<file path="src/rtl/core/nmea_rmc_time_extractor_top_macros.svh">
// Assertion helpers for the RMC time extractor.
// Both sample on the rising edge of clk and are held off during reset.
`ifndef NMEA_RMC_TIME_EXTRACTOR_TOP_MACROS_SVH
`define NMEA_RMC_TIME_EXTRACTOR_TOP_MACROS_SVH

// Same-cycle implication.
`define NRTE_ASSERT_NOW(lbl, ante, cons) \
  lbl: assert property (@(posedge clk) disable iff (!rst_n) (ante) |-> (cons)) \
    else $error("nrte assertion failed");

// Next-cycle implication.
`define NRTE_ASSERT_NEXT(lbl, ante, cons) \
  lbl: assert property (@(posedge clk) disable iff (!rst_n) (ante) |=> (cons)) \
    else $error("nrte assertion failed");

`endif

</file>
<file path="src/rtl/core/nrte_pkg.sv">
`timescale 1ns / 1ps
`default_nettype none

package nrte_pkg;

  // ASCII characters that steer the parser
  localparam logic [7:0] CH_DOLLAR = 8'h24;
  localparam logic [7:0] CH_STAR   = 8'h2A;
  localparam logic [7:0] CH_COMMA  = 8'h2C;
  localparam logic [7:0] CH_ACTIVE = 8'h41;

  // Hour offset after reset, and hours in a day
  localparam logic [4:0] OFFSET_RESET = 5'd8;
  localparam logic [5:0] HOURS_DAY    = 6'd24;

  // Sentence status codes
  localparam logic [2:0] ST_ACCEPTED   = 3'd0;
  localparam logic [2:0] ST_FORMAT     = 3'd1;
  localparam logic [2:0] ST_CHECKSUM   = 3'd2;
  localparam logic [2:0] ST_NOT_RMC    = 3'd3;
  localparam logic [2:0] ST_NOT_ACTIVE = 3'd4;

  // One result word
  typedef struct packed {
    logic [2:0] sentence_status;
    logic       time_valid;
    logic [4:0] local_hour;
    logic [5:0] local_minute;
    logic [5:0] local_second;
  } res_t;

  // Expected talker and sentence identifier, "GPRMC"
  function automatic logic [7:0] hdr_char(input logic [2:0] idx);
    logic [7:0] c;
    case (idx)
      3'd0:    c = 8'h47;
      3'd1:    c = 8'h50;
      3'd2:    c = 8'h52;
      3'd3:    c = 8'h4D;
      3'd4:    c = 8'h43;
      default: c = 8'h00;
    endcase
    return c;
  endfunction

  // Hex digit decode: bit 4 flags a legal digit, bits 3:0 give its value
  function automatic logic [4:0] hex_val(input logic [7:0] b);
    logic [4:0] v;
    if (b >= 8'h30 && b <= 8'h39) begin
      v = {1'b1, 4'(b - 8'h30)};
    end else if (b >= 8'h41 && b <= 8'h46) begin
      v = {1'b1, 4'(b - 8'h37)};
    end else if (b >= 8'h61 && b <= 8'h66) begin
      v = {1'b1, 4'(b - 8'h57)};
    end else begin
      v = 5'd0;
    end
    return v;
  endfunction

endpackage

`default_nettype wire

</file>
<file path="src/rtl/core/nrte_parser.sv">
`timescale 1ns / 1ps
`default_nettype none

module nrte_parser (
  input  wire logic           clk,
  input  wire logic           rst_n,
  input  wire logic           step_en,
  input  wire logic [7:0]     data_byte,
  input  wire logic           last_byte,
  input  wire logic [4:0]     hour_offset,
  output nrte_pkg::res_t      res,
  output logic                res_valid
);

  typedef enum logic [1:0] {
    PH_FIRST,
    PH_BODY,
    PH_SUM,
    PH_SKIP
  } phase_t;

  phase_t      phase_r, phase_nxt, phase_s;
  logic [7:0]  xor_r, xor_nxt, xor_s;
  logic [7:0]  rsum_r, rsum_nxt, rsum_s;
  logic        ovf_r, ovf_nxt, ovf_s;
  logic [3:0]  field_r, field_nxt, field_s;
  logic [3:0]  cif_r, cif_nxt, cif_s;
  logic        hdr_r, hdr_nxt, hdr_s;
  logic        act_r, act_nxt, act_s;
  logic        fmt_r, fmt_nxt, fmt_s;
  logic [23:0] digits_r, digits_nxt;
  logic [4:0]  khour_r, khour_nxt;
  logic [5:0]  kmin_r, kmin_nxt;
  logic [5:0]  ksec_r, ksec_nxt;
  logic        have_r, have_nxt;

  logic [4:0]  hexv;
  logic [3:0]  nib;
  logic [3:0]  n0, n1, n2, n3, n4, n5;
  logic [6:0]  hh, mm, ss;
  logic        digits_ok, time_ok, fmt_end;
  logic [5:0]  hsum, hwrap;
  logic [2:0]  status;

  assign hexv = nrte_pkg::hex_val(data_byte);
  assign nib  = (data_byte >= 8'h30 && data_byte <= 8'h39) ? 4'(data_byte - 8'h30) : 4'hF;

  // Advance the sentence state by one byte
  always_comb begin
    phase_s    = phase_r;
    xor_s      = xor_r;
    rsum_s     = rsum_r;
    ovf_s      = ovf_r;
    field_s    = field_r;
    cif_s      = cif_r;
    hdr_s      = hdr_r;
    act_s      = act_r;
    fmt_s      = fmt_r;
    digits_nxt = digits_r;
    unique case (phase_r)
      PH_FIRST: begin
        digits_nxt = '1;
        if (data_byte == nrte_pkg::CH_DOLLAR) begin
          phase_s = PH_BODY;
        end else begin
          fmt_s   = 1'b1;
          phase_s = PH_SKIP;
        end
      end
      PH_BODY: begin
        if (data_byte == nrte_pkg::CH_STAR) begin
          if (field_r == 4'd0 && cif_r == 4'd0) fmt_s = 1'b1;
          if (field_r == 4'd0 && cif_r != 4'd5) hdr_s = 1'b0;
          phase_s = PH_SUM;
          cif_s   = 4'd0;
        end else begin
          xor_s = xor_r ^ data_byte;
          if (data_byte == nrte_pkg::CH_COMMA) begin
            if (field_r == 4'd0 && cif_r != 4'd5) hdr_s = 1'b0;
            if (field_r != 4'd15) field_s = field_r + 4'd1;
            cif_s = 4'd0;
          end else begin
            if (field_r == 4'd0) begin
              if (cif_r >= 4'd5 || nrte_pkg::hdr_char(cif_r[2:0]) != data_byte) begin
                hdr_s = 1'b0;
              end
            end else if (field_r == 4'd1) begin
              // place the digit, most significant first
              for (int k = 0; k < 6; k++) begin
                if (cif_r == 4'(k)) digits_nxt[4*(5-k) +: 4] = nib;
              end
            end else if (field_r == 4'd2) begin
              if (cif_r == 4'd0 && data_byte == nrte_pkg::CH_ACTIVE) act_s = 1'b1;
            end
            if (cif_r != 4'd15) cif_s = cif_r + 4'd1;
          end
        end
      end
      PH_SUM: begin
        if (!hexv[4]) begin
          if (cif_r == 4'd0) fmt_s = 1'b1;
          phase_s = PH_SKIP;
        end else begin
          if (rsum_r[7:4] != 4'd0) ovf_s = 1'b1;
          rsum_s = {rsum_r[3:0], hexv[3:0]};
          if (cif_r != 4'd15) cif_s = cif_r + 4'd1;
        end
      end
      PH_SKIP: begin
      end
      default: begin
      end
    endcase
  end

  // Decode hhmmss and apply the hour offset
  assign n0 = digits_nxt[23:20];
  assign n1 = digits_nxt[19:16];
  assign n2 = digits_nxt[15:12];
  assign n3 = digits_nxt[11:8];
  assign n4 = digits_nxt[7:4];
  assign n5 = digits_nxt[3:0];
  assign digits_ok = (n0 <= 4'd9) && (n1 <= 4'd9) && (n2 <= 4'd9) &&
                     (n3 <= 4'd9) && (n4 <= 4'd9) && (n5 <= 4'd9);
  assign hh = 7'(n0) * 7'd10 + 7'(n1);
  assign mm = 7'(n2) * 7'd10 + 7'(n3);
  assign ss = 7'(n4) * 7'd10 + 7'(n5);
  assign time_ok = digits_ok && (hh <= 7'd23) && (mm <= 7'd59) && (ss <= 7'd60);
  assign hsum = 6'(hh[4:0]) + 6'(hour_offset);
  assign hwrap = (hsum < nrte_pkg::HOURS_DAY)        ? hsum :
                 (hsum < 6'(2 * nrte_pkg::HOURS_DAY)) ? hsum - nrte_pkg::HOURS_DAY :
                 hsum - 6'(2 * nrte_pkg::HOURS_DAY);

  // Grade the sentence in priority order
  assign fmt_end = fmt_s || (phase_s == PH_BODY) || (phase_s == PH_SUM && cif_s == 4'd0);
  always_comb begin
    if (fmt_end) begin
      status = nrte_pkg::ST_FORMAT;
    end else if (ovf_s || rsum_s != xor_s) begin
      status = nrte_pkg::ST_CHECKSUM;
    end else if (!hdr_s) begin
      status = nrte_pkg::ST_NOT_RMC;
    end else if (!act_s) begin
      status = nrte_pkg::ST_NOT_ACTIVE;
    end else if (time_ok) begin
      status = nrte_pkg::ST_ACCEPTED;
    end else begin
      status = nrte_pkg::ST_FORMAT;
    end
  end

  // Close the sentence on its last byte, keep an accepted time
  always_comb begin
    phase_nxt = phase_s;
    xor_nxt   = xor_s;
    rsum_nxt  = rsum_s;
    ovf_nxt   = ovf_s;
    field_nxt = field_s;
    cif_nxt   = cif_s;
    hdr_nxt   = hdr_s;
    act_nxt   = act_s;
    fmt_nxt   = fmt_s;
    khour_nxt = khour_r;
    kmin_nxt  = kmin_r;
    ksec_nxt  = ksec_r;
    have_nxt  = have_r;
    if (last_byte) begin
      if (status == nrte_pkg::ST_ACCEPTED) begin
        khour_nxt = hwrap[4:0];
        kmin_nxt  = mm[5:0];
        ksec_nxt  = ss[5:0];
        have_nxt  = 1'b1;
      end
      phase_nxt = PH_FIRST;
      xor_nxt   = 8'd0;
      rsum_nxt  = 8'd0;
      ovf_nxt   = 1'b0;
      field_nxt = 4'd0;
      cif_nxt   = 4'd0;
      hdr_nxt   = 1'b1;
      act_nxt   = 1'b0;
      fmt_nxt   = 1'b0;
    end
  end

  assign res_valid           = step_en && last_byte;
  assign res.sentence_status = status;
  assign res.time_valid      = have_nxt;
  assign res.local_hour      = khour_nxt;
  assign res.local_minute    = kmin_nxt;
  assign res.local_second    = ksec_nxt;

  // Hold the parse state, update it on every byte that steps through
  always_ff @(posedge clk) begin
    if (!rst_n) begin
      phase_r  <= PH_FIRST;
      xor_r    <= 8'd0;
      rsum_r   <= 8'd0;
      ovf_r    <= 1'b0;
      field_r  <= 4'd0;
      cif_r    <= 4'd0;
      hdr_r    <= 1'b1;
      act_r    <= 1'b0;
      fmt_r    <= 1'b0;
      digits_r <= 24'd0;
      khour_r  <= 5'd0;
      kmin_r   <= 6'd0;
      ksec_r   <= 6'd0;
      have_r   <= 1'b0;
    end else if (step_en) begin
      phase_r  <= phase_nxt;
      xor_r    <= xor_nxt;
      rsum_r   <= rsum_nxt;
      ovf_r    <= ovf_nxt;
      field_r  <= field_nxt;
      cif_r    <= cif_nxt;
      hdr_r    <= hdr_nxt;
      act_r    <= act_nxt;
      fmt_r    <= fmt_nxt;
      digits_r <= digits_nxt;
      khour_r  <= khour_nxt;
      kmin_r   <= kmin_nxt;
      ksec_r   <= ksec_nxt;
      have_r   <= have_nxt;
    end
  end

endmodule

`default_nettype wire

</file>
<file path="src/rtl/core/nrte_out_reg.sv">
`timescale 1ns / 1ps
`default_nettype none

module nrte_out_reg (
  input  wire logic            clk,
  input  wire logic            rst_n,
  input  wire logic            load,
  input  wire nrte_pkg::res_t  res_in,
  output logic                 room,
  input  wire logic            out_ready,
  output logic                 out_valid,
  output logic [2:0]           out_sentence_status,
  output logic                 out_time_valid,
  output logic [4:0]           out_local_hour,
  output logic [5:0]           out_local_minute,
  output logic [5:0]           out_local_second
);

  logic           valid_r, valid_nxt;
  nrte_pkg::res_t word_r;

  // Room for a new word when empty or when the held word leaves now
  assign room = !valid_r || out_ready;

  always_comb begin
    valid_nxt = valid_r;
    if (load) begin
      valid_nxt = 1'b1;
    end else if (out_ready) begin
      valid_nxt = 1'b0;
    end
  end

  always_ff @(posedge clk) begin
    if (!rst_n) begin
      valid_r <= 1'b0;
    end else begin
      valid_r <= valid_nxt;
    end
  end

  // Capture the result word
  always_ff @(posedge clk) begin
    if (load) begin
      word_r <= res_in;
    end
  end

  assign out_valid           = valid_r;
  assign out_sentence_status = word_r.sentence_status;
  assign out_time_valid      = word_r.time_valid;
  assign out_local_hour      = word_r.local_hour;
  assign out_local_minute    = word_r.local_minute;
  assign out_local_second    = word_r.local_second;

endmodule

`default_nettype wire

</file>
<file path="src/rtl/core/nmea_rmc_time_extractor_top.sv">
// Flow: a byte taken into the input register reaches the parser register as it leaves;
//   a sentence's status word enters the output register as its last byte leaves it.
// Throughput: one byte per cycle; the input register holds a last byte only
//   while the output register is full and not being taken.
// Reset (synchronous, rst_n low): parser idle awaiting '$', no kept time,
//   hour offset 8, input and output registers empty.
`timescale 1ns / 1ps
`default_nettype none
`include "nmea_rmc_time_extractor_top_macros.svh"

module nmea_rmc_time_extractor_top (
  input  wire logic       clk,
  input  wire logic       rst_n,
  input  wire logic       cfg_valid,
  output logic            cfg_ready,
  input  wire logic [4:0] cfg_hour_offset,
  input  wire logic       in_valid,
  output logic            in_ready,
  input  wire logic [7:0] in_data_byte,
  input  wire logic       in_last_byte,
  output logic            out_valid,
  input  wire logic       out_ready,
  output logic [2:0]      out_sentence_status,
  output logic            out_time_valid,
  output logic [4:0]      out_local_hour,
  output logic [5:0]      out_local_minute,
  output logic [5:0]      out_local_second
);

  logic [4:0]     offset_r;
  logic           s1_valid_r, s1_valid_nxt;
  logic [7:0]     s1_byte_r;
  logic           s1_last_r;
  logic           advance, room, res_valid;
  nrte_pkg::res_t res;

  // Configuration register, always writable
  assign cfg_ready = 1'b1;
  always_ff @(posedge clk) begin
    if (!rst_n) begin
      offset_r <= nrte_pkg::OFFSET_RESET;
    end else if (cfg_valid) begin
      offset_r <= cfg_hour_offset;
    end
  end

  // Input register: advance unless a last byte meets a stalled output
  assign advance  = s1_valid_r && (!s1_last_r || room);
  assign in_ready = !s1_valid_r || advance;

  always_comb begin
    s1_valid_nxt = s1_valid_r;
    if (in_valid && in_ready) begin
      s1_valid_nxt = 1'b1;
    end else if (advance) begin
      s1_valid_nxt = 1'b0;
    end
  end

  always_ff @(posedge clk) begin
    if (!rst_n) begin
      s1_valid_r <= 1'b0;
    end else begin
      s1_valid_r <= s1_valid_nxt;
    end
  end

  always_ff @(posedge clk) begin
    if (in_valid && in_ready) begin
      s1_byte_r <= in_data_byte;
      s1_last_r <= in_last_byte;
    end
  end

  nrte_parser u_parser (
    .clk         (clk),
    .rst_n       (rst_n),
    .step_en     (advance),
    .data_byte   (s1_byte_r),
    .last_byte   (s1_last_r),
    .hour_offset (offset_r),
    .res         (res),
    .res_valid   (res_valid)
  );

  nrte_out_reg u_out (
    .clk                 (clk),
    .rst_n               (rst_n),
    .load                (res_valid),
    .res_in              (res),
    .room                (room),
    .out_ready           (out_ready),
    .out_valid           (out_valid),
    .out_sentence_status (out_sentence_status),
    .out_time_valid      (out_time_valid),
    .out_local_hour      (out_local_hour),
    .out_local_minute    (out_local_minute),
    .out_local_second    (out_local_second)
  );

  // An accepted sentence always carries a kept time
  `NRTE_ASSERT_NOW(a_accept_has_time,
    out_valid && out_sentence_status == nrte_pkg::ST_ACCEPTED, out_time_valid)
  // A kept hour is always within the day
  `NRTE_ASSERT_NOW(a_hour_in_day, out_valid && out_time_valid, out_local_hour <= 5'd23)
  // A last byte facing a full, stalled output is held, not dropped
  `NRTE_ASSERT_NEXT(a_last_held,
    s1_valid_r && s1_last_r && out_valid && !out_ready, s1_valid_r && s1_last_r)

endmodule

`default_nettype wire

</file>
<file path="config.mk">
export PLATFORM = sky130hd
export DESIGN_NAME = nmea_rmc_time_extractor_top
export DESIGN_NICKNAME = d
export VERILOG_FILES = /design/src/rtl/core/nrte_pkg.sv /design/src/rtl/core/nrte_parser.sv /design/src/rtl/core/nrte_out_reg.sv /design/src/rtl/core/nmea_rmc_time_extractor_top.sv
export VERILOG_INCLUDE_DIRS = /design/src /design/src/rtl/core
export SDC_FILE = /design/constraint.sdc
export NUM_CORES = 1
export LEC_CHECK = 0
export BUFFER_PORTS_ARGS = -buffer_cell sky130_fd_sc_hd__buf_2
export CORE_MARGIN = 2
export CORE_UTILIZATION = 58
export CTS_CLUSTER_DIAMETER = 30
export CTS_CLUSTER_SIZE = 40
export DETAILED_ROUTE_END_ITERATION = 8
export PLACE_DENSITY = 0.78
export SLEW_MARGIN = 15
export SYNTH_ARGS = -nofsm -noshare
export SYNTH_HDL_FRONTEND = slang
export SYNTH_HIERARCHICAL = 1
export SYNTH_SLANG_ARGS = --single-unit
</file>
<file path="constraint.sdc">
create_clock -name clk -period 14 [get_ports clk]
set_input_delay 2.8 -clock clk [delete_from_list [all_inputs] [get_ports clk]]
set_output_delay 2.8 -clock clk [all_outputs]
set_load 0.005 [all_outputs]
</file>
==> results.ini, run 1 <==
[status]
status=finished, final reports clean

[critical_path]
critPathRequiredTime_ns=14.12
cp.arrival_ns=7.30
cp_cell_sequence=inv_1 -> ha_1 -> nor4b_1 -> o311a_1 -> nand3_1 -> a211oi_1 -> inv_1 -> ha_1 -> ha_1 -> inv_1 -> fa_1 -> nor4b_1 -> xnor2_1 -> mux2i_1 -> mux2i_1 -> nor4_4 -> and3b_1 -> nand3_4 -> mux2_4
critPathLaunchType=register
path_class=register to register
slowest_delay_ns=0.68
crit_path_end_kind=register
path_max_fanout=18
cpMaxStageDelayCell=and3b_1

[yosys]
synth_area_um2=7250
synth_flop_cell=dfxtp_1
syn_nets=869
synthTopCellsByArea=dfxtp_1 22%, edfxtp_1 12%, ha_1 7.1%
netlist.area_leader.share=0.218
synth_edf_count=30
yosys_warnings=6
async_reset_ff_frac=0
synth.distinct_cells=83
synth_cells=802
yosysSeqAreaShare=0.342
yosysTopAreaCell=dfxtp_1
synth_commonest_cells=79 x dfxtp_1, 79 x nor2_1, 56 x nand2_1, 41 x a21oi_1, 41 x ha_1
synth-seq-cells=109
syn_avg_cell_area_um2=9.04

[sta]
tns_ns=0
period_needed_ns=7.18
rsz0062_at_grt=no
fin_crit_sh=0.513
slew_violations=0
slew_headroom=0.374
tightestPinTransition_ns=0.938
setup_viol=0
max_freq_mhz=139
fin_skew_ns=0.0114
setup_ws_ns=6.82
final-hold-violation-count=0

[grt]
antenna_found_initial=0
grt_pass1_wl_mm=30.3
grt_use_total=0.289
grt_max_degree=69
grt_overflow=0
grt_pass1_vias=6022

[floorplan]
die_y_um=116
rows=40
initial_utilization=0.599
core-area_um2=12100
dieArea_um2=13400
pin_count=43
dieWidth_um=116

[cells_and_area]
diodes=0
fillCellCount=1033
syn_to_final_growth_pct=6.89
fin_nets=875
drive_gt1_frac=0.124
final_cell_area_um2=7750

[cts]
cts_root_buf=clkbuf_16
htreeDepth=3
cts_setup_buffers=0
cts_buffers=9
clock_latency_ns=0.36
cts_tree=built
cts.sinks=109
clk_path_buf_depth=2
holdBufCountCts=0
clkTransAtPathRegs_ns=0.08
post_cts_resized=0

[power]
leakage_nw=3.08
power-per-cell-area_nw_per_um2=105
vdd_drop_max_mv=0.0729

[routing]
via_count=6255
antenna_left=0
firstDrtPassIters=6
drc_errors=0
routed_wl_mm=18.8
viasPerCell=6.38
drt_iter0_drc=727
wl_per_cell_um=19.2

[placed_design]
dpl.hpwl_mm=13.7
portBuffers=41
gp_congestion=0.944
dp_slack_ns=6.92
placed_cell_area_um2=7460

[hold_path]
hp-class=register to register

[run]
maxCapViolCount=0

==> cells in the final DEF (no fill, tap or decap), drive strengths merged, types with 4 or more instances in the layout <==
cell	instances
a21o	7
nor4b	4
nor2	79
edfxtp	30
a21boi	6
nand3	14
nor2b	14
or4	4
nand2b	10
and3	6
a211oi	12
nand2	56
and2	8
nor4	12
fa	7
o22ai	7
a311oi	22
xnor2	17
mux2	20
clkbuf	10
dfxtp	79
nor3	22
or3	4
a22oi	9
xor2	17
a31oi	14
a2bb2oi	4
inv	40
nand4	17
o21ai	34
a21oi	42
buf	46
ha	41
mux2i	39
==> layer usage <==
layer / track usage / share of wire
met3: 0.0392 / 0.048
met4: 0.136 / 0.035
met1: 0.368 / 0.44
met2: 0.488 / 0.47
met5: 0 / 0
==> cell type report <==
type / instances / area, um^2 / share of cell area
Sequential cell: 109 / 2480 / 0.320
Multi-Input combinational cell: 604 / 4380 / 0.566
Tap cell: 168 / 210 / 0.0271
Clock inverter: 6 / 57.6 / 0.00743
Timing Repair Buffer: 46 / 243 / 0.0313
Inverter: 38 / 144 / 0.0186
Clock buffer: 10 / 229 / 0.0295
==> sequential cells by signal, indices dropped and copies added (netlist names), 2 cells and up <==
signal	cells
s1_byte_r	8
u_parser/khour_r	5
u_out/out_sentence_status	3
u_out/out_local_hour	5
u_out/out_local_minute	6
u_out/out_local_second	6
u_parser/field_r	4
u_parser/rsum_r	8
offset_r	5
u_parser/xor_r	8
u_parser/digits_r	24
u_parser/kmin_r	6
u_parser/ksec_r	6
u_parser/phase_r	2
u_parser/cif_r	4
==> worst paths after layout <==
check | from | end | depth (start not counted) | slack (ns)
worst max register to register | u_parser/phase_r[1] | u_out/out_local_minute[3] | 19 | 6.82
worst min-delay path | u_parser/have_r | u_parser/have_r | 1 | 0.48
worst min register to register | u_parser/have_r | u_parser/have_r | 1 | 0.48
worst max-delay path | u_parser/phase_r[1] | u_out/out_local_minute[3] | 19 | 6.82
==> critical path, delay by kind of cell, from the launching register on <==
family                     cells  cell delay, ns
muxes                          3            0.79
adders and majority gates      4            1.56
xor gates and xnor gates       1            0.23
DFF                            1            0.34
and+or+nand+nor                6            2.66
AOI/OAI and AO/OA              2            1.02
buffers and inverters          3            0.33
==> per-stage QoR <==
step                 util  hold slack (ns)  cells  power (mW)
finish              0.640            0.481    981       0.810
global route        0.640            0.497    981       0.845
CTS                 0.640            0.476    981       0.810
detailed placement  0.616            0.461    965       0.561
global placement    0.616            0.453    965       0.550
floorplan               -            0.432    802       0.508
==> report_power, final <==
part | switching, mW | internal, mW
logic | 0.131 | 0.0850
clock network | 0.127 | 0.125
registers | 0.0104 | 0.332
==> cells by family (layout without fill, tap and decap cells) <==
group                    count (synthesis)  count (layout)  synth area share
AND/OR/NAND/NOR                        269             269             0.197
AO/OA/AOI/OAI                          193             193             0.185
flip-flops                             109             109             0.342
buffers and inverters                   89             100            0.0545
multiplexers                            59              59            0.0891
adder cells (fa/ha/maj)                 48              48            0.0901
XOR/XNOR                                34              34            0.0411
other                                    1               1          0.000517
(Power assumes the default switching activity.)
==> inputs of run 2 (changes only) <==
--- a/config.mk
+++ b/config.mk
@@ -6,9 +6,10 @@
 export SDC_FILE = /design/constraint.sdc
 export NUM_CORES = 1
 export LEC_CHECK = 0
+export ABC_AREA = 1
 export BUFFER_PORTS_ARGS = -buffer_cell sky130_fd_sc_hd__buf_2
 export CORE_MARGIN = 2
-export CORE_UTILIZATION = 58
+export CORE_UTILIZATION = 56
 export CTS_CLUSTER_DIAMETER = 30
 export CTS_CLUSTER_SIZE = 40
 export DETAILED_ROUTE_END_ITERATION = 8
==> constraint.sdc (replaced) <==
create_clock -name clk -period 6.3 [get_ports clk]
set_input_delay 1.26 -clock clk [delete_from_list [all_inputs] [get_ports clk]]
set_output_delay 1.26 -clock clk [all_outputs]
set_load 0.005 [all_outputs]
==> run 2 against run 1 <==
- final cell count rose by 26%
- sequential cell count did not move
- hold slack got worse by 0.017 ns
- utilization fell by 1.3 points
- register-to-register slack got worse by 5.7 ns
- total power rose by 130%
- sequential power rose by 130%
- setup slack got worse by 5.7 ns
- synthesized cell count rose by 29%
- synthesized area rose by 1.9%
- critical path depth rose by 10
- routed wire length fell by 8.5%
- highest routed layer unchanged
==> results.ini, run 2 <==
[status]
status=finished, final reports clean

[grt]
grt_pass1_wl_mm=29.5
grt_pass1_vias=6232
grt_max_degree=86
grt_use_total=0.257
grt_overflow=0
antenna_found_initial=0

[critical_path]
cpMostUsedCell=nand2_1
crit_path_end_kind=register
cp.arrival_ns=5.43
path_class=register to register
critPathLaunchType=register
path_max_fanout=20
critPathRequiredTime_ns=6.57
slowest_delay_ns=0.50
cpMaxStageDelayCell=fa_1

[routing]
viasPerCell=5.30
drc_errors=0
drt_iter0_drc=545
wl_per_cell_um=14.0
via_count=6540
firstDrtPassIters=5
routed_wl_mm=17.2
antenna_left=0

[sta]
max_freq_mhz=194
tns_ns=0
period_needed_ns=5.16
fin_crit_sh=0.819
slew_violations=0
setup_viol=0
fin_skew_ns=0.00794
rsz0062_at_grt=no
slew_headroom=0.301
tightestPinTransition_ns=1.05
final-hold-violation-count=0

[yosys]
yosys_warnings=6
netlist.area_leader.share=0.214
yosysSeqAreaShare=0.336
yosysTopAreaCell=dfxtp_1
synthTopCellsByArea=dfxtp_1 21%, nand2_1 12%, edfxtp_1 12%
synth_area_um2=7380
synth_cells=1035
async_reset_ff_frac=0
synth_commonest_cells=244 x nand2_1, 143 x inv_1, 90 x nand3_1, 89 x nor2_1, 79 x dfxtp_1
synth.distinct_cells=53
synth_most_common_cell=nand2_1
syn_avg_cell_area_um2=7.13
synth-seq-cells=109
syn_nets=1102
synth_flop_cell=dfxtp_1
synth_edf_count=30

[power]
power-per-cell-area_nw_per_um2=233
p_clk_frac=0.332
leakage_nw=3.70
power.internal_mw=1.25
p_sw_mw=0.612
pwr-share-comb=0.253
vdd_drop_max_mv=0.144
seqPwrFrac=0.415
switching_share=0.329

[cts]
cts_tree=built
cts_setup_buffers=0
clock_latency_ns=0.36
htreeDepth=3
holdBufCountCts=0
clk_path_buf_depth=2
clkTransAtPathRegs_ns=0.08
cts.sinks=109
cts_buffers=9
cts_root_buf=clkbuf_16
post_cts_resized=0

[placed_design]
gp_congestion=0.949
portBuffers=41
dpl.hpwl_mm=12.7
place_inst=1217

[floorplan]
dieArea_um2=14100
dieWidth_um=119
pin_count=43
core-area_um2=12700
initial_utilization=0.580
die_y_um=119
rows=41

[cells_and_area]
layout_common_cells=244 x nand2_1, 143 x inv_1, 90 x nand3_1, 88 x nor2_1, 79 x dfxtp_1
fin_cells=1233
fin_nets=1123
final_common_cell=nand2_1
largest_reg_flops=24
finish.utilization=0.627
syn_to_final_growth_pct=7.95
drive_gt1_frac=0.123
diodes=0
largest_register=u_parser/digits_r

[hold_path]
hp-class=register to register

[run]
maxCapViolCount=0

[run 2: cell types whose count changed after synthesis, sizes merged, moves of 18 or more]
| cell | change |
|---|---|
| a21oi | +31 |
| a311oi | -22 |
| clkbuf | -18 |
| inv | +113 |
| mux2 | -19 |
| mux2i | -39 |
| nand2 | +213 |
| nand3 | +82 |
| nor2 | +21 |
| o21ai | +19 |
[run 2: area by class of cell]
class	count	area [um^2]
Fill cell	1198	4750
Multi-Input combinational cell	738	4140
Inverter	153	574
Sequential cell	109	2480
Clock buffer	9	225
Timing Repair Buffer	45	235
Clock inverter	7	100
Tap cell	172	215
[run 2: logic make-up (layout without fill, tap and decap cells)]
family | Yosys count | after routing | synth area share
multiplexers | 1 | 1 | 0.00152
buffers and inverters | 188 | 214 | 0.105
XOR/XNOR | 29 | 29 | 0.0354
AO/OA/AOI/OAI | 143 | 143 | 0.105
AND/OR/NAND/NOR | 516 | 516 | 0.327
adder cells (fa/ha/maj) | 48 | 48 | 0.0884
other | 1 | 1 | 0.000508
flip-flops | 109 | 109 | 0.336
[run 2: path summary, 6_finish.rpt]
path | start | end | slack, ns | depth (start not counted)
setup / recovery | u_parser/phase_r[1] | u_parser/ksec_r[4] | 1.14 | 29
hold / removal | u_parser/have_r | u_parser/have_r | 0.46 | 2
setup reg to reg | u_parser/phase_r[1] | u_parser/ksec_r[4] | 1.14 | 29
hold reg to reg | u_parser/have_r | u_parser/have_r | 0.46 | 2
[run 2: per-stage QoR]
step	area, um^2	power, mW	setup WS (ns)	hold slack, ns
after floorplan	7380	1.15	2.02	0.435
after global placement	7650	1.24	1.27	0.449
after detailed placement	7650	1.25	1.19	0.452
after CTS	7970	1.87	1.16	0.464
after global routing	7970	1.98	0.604	0.487
final	7970	1.86	1.14	0.463
[run 2: worst max-delay path, delay by kind of cell (launching register included)]
kind	cells	cell delay (ns)
AND/OR/NAND/NOR	17	2.15
adder cells (fa/ha/maj)	4	1.46
buffers and inverters	7	0.87
flip-flops	1	0.35
XOR/XNOR	1	0.21
[run 2: power by group through the flow]
stage | registers (mW) | logic, mW | clock network, mW
floorplan | 0.782 | 0.364 | 0
global placement | 0.787 | 0.453 | 0
detailed placement | 0.788 | 0.462 | 0
CTS | 0.772 | 0.466 | 0.629
global route | 0.776 | 0.541 | 0.660
finish | 0.772 | 0.470 | 0.618
[run 2: metal layers]
| layer | part of all wire | wire [um] | vias up | GRT usage |
|---|---|---|---|---|
| li1 | - | - | 3379 | - |
| met3 | 0.061 | 1060 | 30 | 0.0445 |
| met5 | 0 | 0 | - | 0 |
| met2 | 0.43 | 7460 | 200 | 0.400 |
| met1 | 0.48 | 8310 | 2931 | 0.358 |
| met4 | 0.024 | 415 | 0 | 0.0960 |
==> inputs of run 3 (changes only) <==
--- a/config.mk
+++ b/config.mk
@@ -6,7 +6,7 @@
 export SDC_FILE = /design/constraint.sdc
 export NUM_CORES = 1
 export LEC_CHECK = 0
-export ABC_AREA = 1
+export ABC_AREA = 0
 export BUFFER_PORTS_ARGS = -buffer_cell sky130_fd_sc_hd__buf_2
 export CORE_MARGIN = 2
 export CORE_UTILIZATION = 56
==> constraint.sdc (replaced) <==
create_clock -name clk -period 4.6 [get_ports clk]
set_input_delay 0.92 -clock clk [delete_from_list [all_inputs] [get_ports clk]]
set_output_delay 0.92 -clock clk [all_outputs]
set_load 0.005 [all_outputs]
==> run 3 against run 2 <==
- largest power group unchanged
- sequential share of layout area down 4.8 points
- via count increased by 13%
- critical path type unchanged
- sequential power is 35% higher
- clock power is 35% higher
- design area is 18% higher
- critical path depth fell by 8
- clock skew grew 0.00091 ns
- routed wire length increased by 53%
- the run now ends with negative setup slack left
- first-iteration DRC count is 63% higher
- fmax fell by 5.4%
- setup slack worse by 2.0 ns
- hold slack better by 0.019 ns
==> results.ini, run 3 (synthesized netlist as in run 1, its figures left out) <==
[sta]
max_freq_mhz=183
hold_ws_ns=0.483
period_needed_ns=5.45
slew_violations=0
fin_skew_ns=0.00886
tightestPinTransition_ns=1.05
tns_ns=-26.60
setup_viol=37
fin_crit_sh=1.19
final-hold-violation-count=0
setup_ws_ns=-0.851
slew_headroom=0.297
rsz0062_at_grt=yes

[hold_path]
worstHoldStart=u_parser/have_r
hp-class=register to register

[routing]
via_count=7421
wl_per_cell_um=23.3
antenna_left=0
drc_errors=0
drt_iter0_drc=888
firstDrtPassIters=7
viasPerCell=6.53
routed_wl_mm=26.4

[run]
maxCapViolCount=0

[cells_and_area]
drive_gt1_frac=0.322
fin_nets=1027
final_cell_area_um2=9410
syn_to_final_growth_pct=29.8
finish.utilization=0.746
fin_cells=1137
final_common_cell=buf_4
layout_common_cells=142 x buf_4, 79 x dfxtp_1, 78 x nor2_1, 55 x nand2_1, 41 x buf_2
largest_register=u_parser/digits_r
largest_reg_flops=24
fillCellCount=864
diodes=0

[floorplan]
initial_utilization=0.574
rows=41
pin_count=43
dieArea_um2=13900
core-area_um2=12600
die_y_um=118
dieWidth_um=118

[critical_path]
crit_path_end_kind=register
rr_startpoint=s1_byte_r[6]
critPathLaunchType=register
path_class=register to register
path_max_fanout=9
cp.arrival_ns=5.56
crit_start=s1_byte_r[6]
critPathRequiredTime_ns=4.71

[placed_design]
dpl.hpwl_mm=16.5
place_inst=1103
dp_slack_ns=-0.530
gp_congestion=0.944
portBuffers=41
placed_cell_area_um2=8530

[power]
p_total_mw=2.89
leakage_nw=3.94
vdd_drop_max_mv=0.257
power-per-cell-area_nw_per_um2=307

[grt]
use_met2=0.596
grt_pass1_vias=6962
antenna_found_initial=0
grtUsageMet1=0.399
grt_use_total=0.337
busiest_layer=met2
grt_overflow=0
grt_max_degree=68
met3_usage=0.0562
grt_pass1_wl_mm=37.0

[cts]
cts_root_buf=clkbuf_16
cts.sinks=109
htreeDepth=3
cts_buffers=9
holdBufCountCts=0
clkTransAtPathRegs_ns=0.08
clock_latency_ns=0.37
cts_tree=built
clk_path_buf_depth=2

[status]
violations=negative setup slack
status=finished, violations left

[run 3: worst max-delay path: stages, from the launching register on]
cell and delay, ns:
edfxtp_1 0.40, or4b_4 0.58, o311a_4 0.34, buf_4 0.14, buf_4 0.15, nand3_1 0.11, buf_4 0.17, mux2i_2 0.39
nand2_1 0.14, ha_1 0.26, inv_1 0.08, fa_1 0.22, nor2b_1 0.07, o21ai_0 0.25, xor2_1 0.15, a311oi_2 0.26
nand3_1 0.18, nor4_4 0.29, and3b_2 0.28, nand3_4 0.17, buf_16 0.25, mux2_2 0.32
[run 3: what timing repair did]
item                       in CTS  in global routing
gates resized for setup        36                 35
buffers inserted                9                  9
hold endpoints to repair        0                  0
setup endpoints to repair      37                 37
cloned                          3                  0
pin swaps                      30                 29
[run 3: worst paths after layout]
path | to | slack, ns | depth (start not counted)
worst min-delay path | u_parser/have_r | 0.48 | 1
worst min register to register | u_parser/have_r | 0.48 | 1
worst max-delay path | u_out/out_local_hour[2] | -0.85 | 21
worst max register to register | u_out/out_local_hour[2] | -0.85 | 21
[run 3: where the power goes]
part | switching (mW) | internal (mW)
Clock | 0.399 | 0.436
Sequential | 0.0250 | 1.01
Combinational | 0.577 | 0.443
Total | 1.00 | 1.89
[run 3: cell type report]
cell class	count	area (um^2)	share of cell area
Clock buffer	9	225	0.0239
Clock inverter	7	92.6	0.00984
Inverter	38	144	0.0153
Multi-Input combinational cell	604	4730	0.502
Sequential cell	109	2480	0.264
Tap cell	172	215	0.0229
Timing Repair Buffer	198	1520	0.162
[run 3: metal layers]
metal,part of all wire,vias up
met3,0.073,144
met2,0.49,443
met4,0.067,0
met5,0,-
li1,-,3271
met1,0.37,3563
